==> src/rtl/core/mfpr_pkg.sv <==
`default_nettype none

package mfpr_pkg;

    localparam int ATT_W = 16;
    localparam int POS_W = 32;

    localparam logic signed [ATT_W-1:0] ATT_MAX = {1'b0, {(ATT_W-1){1'b1}}};
    localparam logic signed [ATT_W-1:0] ATT_MIN = {1'b1, {(ATT_W-1){1'b0}}};
    localparam logic signed [POS_W-1:0] POS_MAX = {1'b0, {(POS_W-1){1'b1}}};
    localparam logic signed [POS_W-1:0] POS_MIN = {1'b1, {(POS_W-1){1'b0}}};

    typedef enum logic [1:0] {
        MOUNT_FORWARD  = 2'd0,
        MOUNT_BACKWARD = 2'd1,
        MOUNT_LEFT     = 2'd2,
        MOUNT_RIGHT    = 2'd3
    } t_mount;

    typedef struct packed {
        logic signed [ATT_W-1:0] att_w;
        logic signed [ATT_W-1:0] att_x;
        logic signed [ATT_W-1:0] att_y;
        logic signed [ATT_W-1:0] att_z;
        logic signed [POS_W-1:0] pos_x;
        logic signed [POS_W-1:0] pos_y;
        logic signed [POS_W-1:0] pos_z;
    } t_pose_in;

    typedef struct packed {
        logic signed [ATT_W-1:0] out_att_w;
        logic signed [ATT_W-1:0] out_att_x;
        logic signed [ATT_W-1:0] out_att_y;
        logic signed [ATT_W-1:0] out_att_z;
        logic signed [POS_W-1:0] out_north;
        logic signed [POS_W-1:0] out_east;
        logic signed [POS_W-1:0] out_down;
    } t_pose_out;

    // permuted components plus the sign flip still to apply per axis
    typedef struct packed {
        logic signed [ATT_W-1:0] att_w;
        logic signed [ATT_W-1:0] att_0;
        logic signed [ATT_W-1:0] att_1;
        logic signed [ATT_W-1:0] att_2;
        logic signed [POS_W-1:0] pos_0;
        logic signed [POS_W-1:0] pos_1;
        logic signed [POS_W-1:0] pos_2;
        logic        [2:0]       neg;
    } t_perm;

    function automatic logic signed [ATT_W-1:0] neg_sat_att(
        input logic signed [ATT_W-1:0] v
    );
        logic signed [ATT_W-1:0] r;
        r = (v == ATT_MIN) ? ATT_MAX : -v;
        return r;
    endfunction

    function automatic logic signed [POS_W-1:0] neg_sat_pos(
        input logic signed [POS_W-1:0] v
    );
        logic signed [POS_W-1:0] r;
        r = (v == POS_MIN) ? POS_MAX : -v;
        return r;
    endfunction

endpackage

`default_nettype wire

==> src/rtl/core/mount_frame_pose_rotation.sv <==
// channel   direction  handshake                  payload
// input     in         i_valid / o_ready          i_data (t_pose_in)
// output    out        o_valid / i_ready          o_data (t_pose_out)
// config    in         i_cfg_valid / o_cfg_ready  i_cfg_data (mount orientation)
//
// three register stages (capture, permute, negate), one request per cycle
// unless i_ready stalls, and o_valid rises once a request has passed all three
// each stage holds its request when the next one is full and stalled, so a
// stall on i_ready backs up stage by stage and o_ready drops only when all are full
// synchronous active-low reset clears the stage valid bits and sets forward mounting
// the orientation is sampled with each request and travels with it
`default_nettype none

module mount_frame_pose_rotation (
    input  wire logic                 i_clk,
    input  wire logic                 i_rst_n,
    input  wire logic                 i_valid,
    output logic                      o_ready,
    input  wire mfpr_pkg::t_pose_in   i_data,
    output logic                      o_valid,
    input  wire logic                 i_ready,
    output mfpr_pkg::t_pose_out       o_data,
    input  wire logic                 i_cfg_valid,
    output logic                      o_cfg_ready,
    input  wire logic [1:0]           i_cfg_data
);

    // mounting register, always writable
    mfpr_pkg::t_mount r_mount;

    // capture stage
    logic               r_s1_valid;
    mfpr_pkg::t_pose_in r_s1_data;
    mfpr_pkg::t_mount   r_s1_mode;

    // permute stage handshake
    logic            w_s2_ready;
    logic            w_s2_valid;
    logic            w_s3_ready;
    mfpr_pkg::t_perm w_s2_data;

    assign o_cfg_ready = 1'b1;

    always_ff @(posedge i_clk) begin
        if (!i_rst_n) begin
            r_mount <= mfpr_pkg::MOUNT_FORWARD;
        end else if (i_cfg_valid && o_cfg_ready) begin
            r_mount <= mfpr_pkg::t_mount'(i_cfg_data);
        end
    end

    // capture stage accepts when empty or when the permute stage takes its request
    assign o_ready = !r_s1_valid || w_s2_ready;

    always_ff @(posedge i_clk) begin
        if (!i_rst_n) begin
            r_s1_valid <= 1'b0;
        end else if (o_ready) begin
            r_s1_valid <= i_valid;
        end
    end

    always_ff @(posedge i_clk) begin
        if (i_valid && o_ready) begin
            r_s1_data <= i_data;
            r_s1_mode <= r_mount;
        end
    end

    // axis selection per mounting
    mfpr_permute u_permute (
        .i_clk   (i_clk),
        .i_rst_n (i_rst_n),
        .i_valid (r_s1_valid),
        .o_ready (w_s2_ready),
        .i_data  (r_s1_data),
        .i_mode  (r_s1_mode),
        .o_valid (w_s2_valid),
        .i_ready (w_s3_ready),
        .o_data  (w_s2_data)
    );

    // sign flips with saturation, output register
    mfpr_negate u_negate (
        .i_clk   (i_clk),
        .i_rst_n (i_rst_n),
        .i_valid (w_s2_valid),
        .o_ready (w_s3_ready),
        .i_data  (w_s2_data),
        .o_valid (o_valid),
        .i_ready (i_ready),
        .o_data  (o_data)
    );

endmodule

`default_nettype wire

==> src/rtl/core/mfpr_permute.sv <==
`default_nettype none

module mfpr_permute (
    input  wire logic              i_clk,
    input  wire logic              i_rst_n,
    input  wire logic              i_valid,
    output logic                   o_ready,
    input  wire mfpr_pkg::t_pose_in i_data,
    input  wire mfpr_pkg::t_mount  i_mode,
    output logic                   o_valid,
    input  wire logic              i_ready,
    output mfpr_pkg::t_perm        o_data
);

    logic            r_valid;
    mfpr_pkg::t_perm r_data;
    mfpr_pkg::t_perm n_data;
    logic            w_load;

    assign o_ready = !r_valid || i_ready;
    assign w_load  = i_valid && o_ready;

    always_comb begin
        n_data       = '0;
        n_data.att_w = i_data.att_w;
        // third axis is always minus y
        n_data.att_2 = i_data.att_y;
        n_data.pos_2 = i_data.pos_y;
        unique case (i_mode)
            mfpr_pkg::MOUNT_FORWARD: begin
                n_data.att_0 = i_data.att_z;
                n_data.att_1 = i_data.att_x;
                n_data.pos_0 = i_data.pos_z;
                n_data.pos_1 = i_data.pos_x;
                n_data.neg   = 3'b101;
            end
            mfpr_pkg::MOUNT_BACKWARD: begin
                n_data.att_0 = i_data.att_z;
                n_data.att_1 = i_data.att_x;
                n_data.pos_0 = i_data.pos_z;
                n_data.pos_1 = i_data.pos_x;
                n_data.neg   = 3'b011;
            end
            mfpr_pkg::MOUNT_LEFT: begin
                n_data.att_0 = i_data.att_x;
                n_data.att_1 = i_data.att_z;
                n_data.pos_0 = i_data.pos_x;
                n_data.pos_1 = i_data.pos_z;
                n_data.neg   = 3'b001;
            end
            default: begin
                n_data.att_0 = i_data.att_x;
                n_data.att_1 = i_data.att_z;
                n_data.pos_0 = i_data.pos_x;
                n_data.pos_1 = i_data.pos_z;
                n_data.neg   = 3'b111;
            end
        endcase
    end

    always_ff @(posedge i_clk) begin
        if (!i_rst_n) begin
            r_valid <= 1'b0;
        end else if (o_ready) begin
            r_valid <= i_valid;
        end
    end

    always_ff @(posedge i_clk) begin
        if (w_load) begin
            r_data <= n_data;
        end
    end

    assign o_valid = r_valid;
    assign o_data  = r_data;

endmodule

`default_nettype wire

==> src/rtl/core/mfpr_negate.sv <==
`default_nettype none

module mfpr_negate (
    input  wire logic              i_clk,
    input  wire logic              i_rst_n,
    input  wire logic              i_valid,
    output logic                   o_ready,
    input  wire mfpr_pkg::t_perm   i_data,
    output logic                   o_valid,
    input  wire logic              i_ready,
    output mfpr_pkg::t_pose_out    o_data
);

    logic                r_valid;
    mfpr_pkg::t_pose_out r_data;
    mfpr_pkg::t_pose_out n_data;
    logic                w_load;

    assign o_ready = !r_valid || i_ready;
    assign w_load  = i_valid && o_ready;

    // saturating sign flip, the most negative value maps to the largest positive
    always_comb begin
        n_data.out_att_w = i_data.att_w;
        n_data.out_att_x = i_data.neg[2] ? mfpr_pkg::neg_sat_att(i_data.att_0) : i_data.att_0;
        n_data.out_att_y = i_data.neg[1] ? mfpr_pkg::neg_sat_att(i_data.att_1) : i_data.att_1;
        n_data.out_att_z = i_data.neg[0] ? mfpr_pkg::neg_sat_att(i_data.att_2) : i_data.att_2;
        n_data.out_north = i_data.neg[2] ? mfpr_pkg::neg_sat_pos(i_data.pos_0) : i_data.pos_0;
        n_data.out_east  = i_data.neg[1] ? mfpr_pkg::neg_sat_pos(i_data.pos_1) : i_data.pos_1;
        n_data.out_down  = i_data.neg[0] ? mfpr_pkg::neg_sat_pos(i_data.pos_2) : i_data.pos_2;
    end

    always_ff @(posedge i_clk) begin
        if (!i_rst_n) begin
            r_valid <= 1'b0;
        end else if (o_ready) begin
            r_valid <= i_valid;
        end
    end

    always_ff @(posedge i_clk) begin
        if (w_load) begin
            r_data <= n_data;
        end
    end

    assign o_valid = r_valid;
    assign o_data  = r_data;

endmodule

`default_nettype wire

==> config.mk <==
export PLATFORM = sky130hd
export DESIGN_NAME = mount_frame_pose_rotation
export DESIGN_NICKNAME = d
export VERILOG_FILES = /design/src/rtl/core/mfpr_pkg.sv /design/src/rtl/core/mount_frame_pose_rotation.sv /design/src/rtl/core/mfpr_permute.sv /design/src/rtl/core/mfpr_negate.sv
export SDC_FILE = /design/constraint.sdc
export NUM_CORES = 1
export LEC_CHECK = 0
export BUFFER_PORTS_ARGS = -buffer_cell sky130_fd_sc_hd__buf_2
export CAP_MARGIN = 20
export CORE_UTILIZATION = 50
export DETAILED_ROUTE_END_ITERATION = 10
export PLACE_DENSITY = 0.72
export REMOVE_ABC_BUFFERS = 1
export SETUP_SLACK_MARGIN = 0.15
export SLEW_MARGIN = 30
export SYNTH_ARGS = -nofsm -noshare
export SYNTH_HDL_FRONTEND = slang
export SYNTH_SLANG_ARGS = --single-unit
==> constraint.sdc <==
create_clock -name i_clk -period 16.15 [get_ports i_clk]
set_input_delay 2.4225 -clock i_clk [delete_from_list [all_inputs] [get_ports i_clk]]
set_output_delay 2.4225 -clock i_clk [all_outputs]
set_load 0.02 [all_outputs]
==> flow_metrics.env <==
export IMPL_status="finished clean"
export IMPL_crit_path_max_incr_delay_ns=0.55
export IMPL_die_area_um2=40100
export IMPL_cp_cell_sequence="buf_2 > nor2b_1 > nand3_1 > buf_2"
export IMPL_reg2reg_depth=5
export IMPL_min_delay_path_class="flip-flop to flip-flop"
export IMPL_synth_edf_count=484
export IMPL_synthTopCellsByArea="edfxtp_1 74%, mux2_2 5.6%, nand2_1 2.3%, xor2_1 2.2%, o21ai_0 1.2%"
export IMPL_antenna_left=0
export IMPL_grt_util_all_layers_pct=20.5
export IMPL_io_buffer_count=328
export IMPL_start_util_pct=50.7
export IMPL_syn_area_um2=19700
export IMPL_final_nets=1770
export IMPL_avgSynthCellArea_um2=15.7
export IMPL_clock_sinks=489
export IMPL_clockBufferDepth=3
export IMPL_die_h_um=200
export IMPL_drive_gt1_share_pct=32.4
export IMPL_cellPowerDensity_nw_per_um2=120
export IMPL_dpl_hpwl_mm=27.6
export IMPL_clock_latency_ns=0.59
export IMPL_worstReg2RegEnd="u_negate.o_data[57]"
export IMPL_vias_per_cell=5.45
export IMPL_antenna_found_initial=10
export IMPL_vias=11800
export IMPL_r2r_start="u_permute.o_data[45]"
export IMPL_grt_pass1_wl_mm=62.9
export IMPL_min_to="u_permute.o_data[23]"
export IMPL_ys_ff_latch=489
export IMPL_r2r_slack_ns=12.91
export IMPL_timing_final_crit_share_pct=36.2
export IMPL_hold_depth=0
export IMPL_grt_max_degree=163
export IMPL_die_x_um=200
export IMPL_root_buffer="clkbuf_16"
export IMPL_yosysTopAreaCell="edfxtp_1"
export IMPL_pre_cts_slack_ns=10.30
export IMPL_first_pass_iters=7
export IMPL_drt_iter0_markers=896
export IMPL_htree_levels=2
export IMPL_max_slew_margin_rel_pct=34.1
export IMPL_cts_setup_buffers=0
export IMPL_synth_cells=1250
export IMPL_setup_violations_final=0
export IMPL_synth_seq_area_share_pct=74.5
export IMPL_drt_total_wl_mm=41.3
export IMPL_clock_fmax_mhz=171
export IMPL_cp_arrival_ns=3.43
export IMPL_crit_path_top_delay_cell="nor2b_1"
export IMPL_ctsResizeCount=0
export IMPL_drv_cap=0
export IMPL_finalSetupTns_ns=0
export IMPL_path_class="primary input to output pin"
export IMPL_place_congestion=0.864
export IMPL_rsz0062_at_grt="false"
export IMPL_async_reset_ff_share_pct=0
export IMPL_yosys_most_used_dff="edfxtp_1"
export IMPL_synth_commonest_cells="484 x edfxtp_1, 121 x nand2_1, 98 x mux2_2, 50 x xor2_1, 47 x o21ai_0"
export IMPL_yosysTopAreaCellShare_pct=74.0
export IMPL_hold_start="r_s1_data[52]"
export IMPL_fin_skew_ns=0.0208
export IMPL_io_pins=330
export IMPL_area_growth_pct=19.5
export IMPL_worst_setup_path_start_kind="primary input"
export IMPL_core_area_um2=38700
export IMPL_yosysWarnings=0
export IMPL_drv_slew=0
export IMPL_yosysUniqueCellTypes=58
export IMPL_rows=72
export IMPL_synth_most_common_cell="edfxtp_1"
export IMPL_cts_tree="built"
export IMPL_crit_path_frequent_cell="buf_2"
export IMPL_layout_min_cycle_time_ns=5.85
export IMPL_cts_buffers=49
export IMPL_ir_drop_mv=0.0852
export IMPL_clk_pin_slew_ns=0.06
export IMPL_cts_hold_buf=0
export IMPL_finalHoldViolations=0
export IMPL_crit_fanout=6
export IMPL_end_kind="output pin"
export IMPL_crit_required_ns=13.73
export IMPL_drc_errors=0
export IMPL_overflow=0
export IMPL_wl_per_cell_um=19.1
export IMPL_p_leak_nw=8.61
export IMPL_worst_pin_slew_ns=0.989
export IMPL_grt_pass1_vias=11400
export IMPL_setup_ws_ns=10.30
==> report_power, final <==
part	internal, W	switching (W)	leakage [nW]
Sequential	0.00149	0.0000401	4.61
Clock	0.000646	0.000464	0.774
Combinational	0.0000803	0.000104	3.22
Total	0.00222	0.000608	8.61
==> how the worst max path moves through the flow <==
stage	startpoint	to	depth (start not counted)
4_1_cts	i_ready	o_ready	4
5_1_grt	i_ready	o_ready	4
2_1_floorplan	i_ready	u_permute.o_data[100]	2
3_3_place_gp	i_ready	o_ready	4
6_report	i_ready	o_ready	4
3_5_place_dp	i_ready	o_ready	4
==> placed cells by master (no fill, tap or decap), types with 12 or more instances in the layout <==
| master | synthesis | final |
|---|---|---|
| o21ai_0 | 47 | 47 |
| mux2_2 | 98 | 98 |
| a21oi_1 | 29 | 29 |
| nor2_1 | 45 | 44 |
| nand3_1 | 16 | 16 |
| or4_1 | 15 | 15 |
| xnor2_1 | 15 | 15 |
| nor3_1 | 35 | 34 |
| o31ai_1 | 21 | 21 |
| inv_1 | 30 | 30 |
| or3_1 | 21 | 21 |
| edfxtp_1 | 484 | 484 |
| and3_1 | 12 | 12 |
| nand2_1 | 121 | 121 |
| clkbuf_16 | 0 | 49 |
| nor4_1 | 21 | 20 |
| xor2_1 | 50 | 50 |
| buf_2 | 1 | 328 |
==> per-layer routing <==
layer	vias up	part of all wire [%]	GRT usage (%)
met5	-	0.058	0
met4	4	3.0	8.21
met3	84	6.9	4.60
met2	409	49	34.2
met1	5729	41	26.0
li1	5530	-	-
==> logic make-up after synthesis <==
group / share of synthesized area, %
and+or+nand+nor: 8.88
xor gates and xnor gates: 2.90
adders and majority gates: 0.573
buffers and inverters: 1.59
other: 0.0191
DFF: 74.5
AOI/OAI and AO/OA: 5.40
muxes: 6.18
==> per-stage QoR <==
step | hold WS, ns | std cells | power [W] | instance area, um2 | utilization [%]
floorplan | 0.400 | 1206 | 0.00168 | 19500 | -
global placement | 0.400 | 2061 | 0.00173 | 21900 | 56.5
detailed placement | 0.405 | 2061 | 0.00174 | 21900 | 56.5
CTS | 0.417 | 2148 | 0.00285 | 23500 | 60.5
global route | 0.422 | 2151 | 0.00292 | 23500 | 60.6
finish | 0.416 | 2156 | 0.00282 | 23500 | 60.6
==> registers in the layout, summed over array words and instances (netlist names) <==
name / count
u_permute.o_data: 162
r_s1_data: 160
r_s1_mode: 2
u_negate.o_data: 160
u_permute.o_valid: 1
u_negate.o_valid: 1
r_mount: 2
r_s1_valid: 1
==> critical path, delay by kind of cell <==
family / cells / cell delay (ns)
buf+inv: 2 / 0.28
simple gates: 2 / 0.71
==> final cells by class <==
class	instances	area (um2)
Tap cell	518	648
Clock inverter	27	280
Multi-Input combinational cell	687	4760
Fill cell	2946	15300
Clock buffer	60	1290
Timing Repair Buffer	337	1740
Antenna cell	8	20.0
Inverter	30	113
Sequential cell	489	14600
Power figures use the tool's default switching activity.
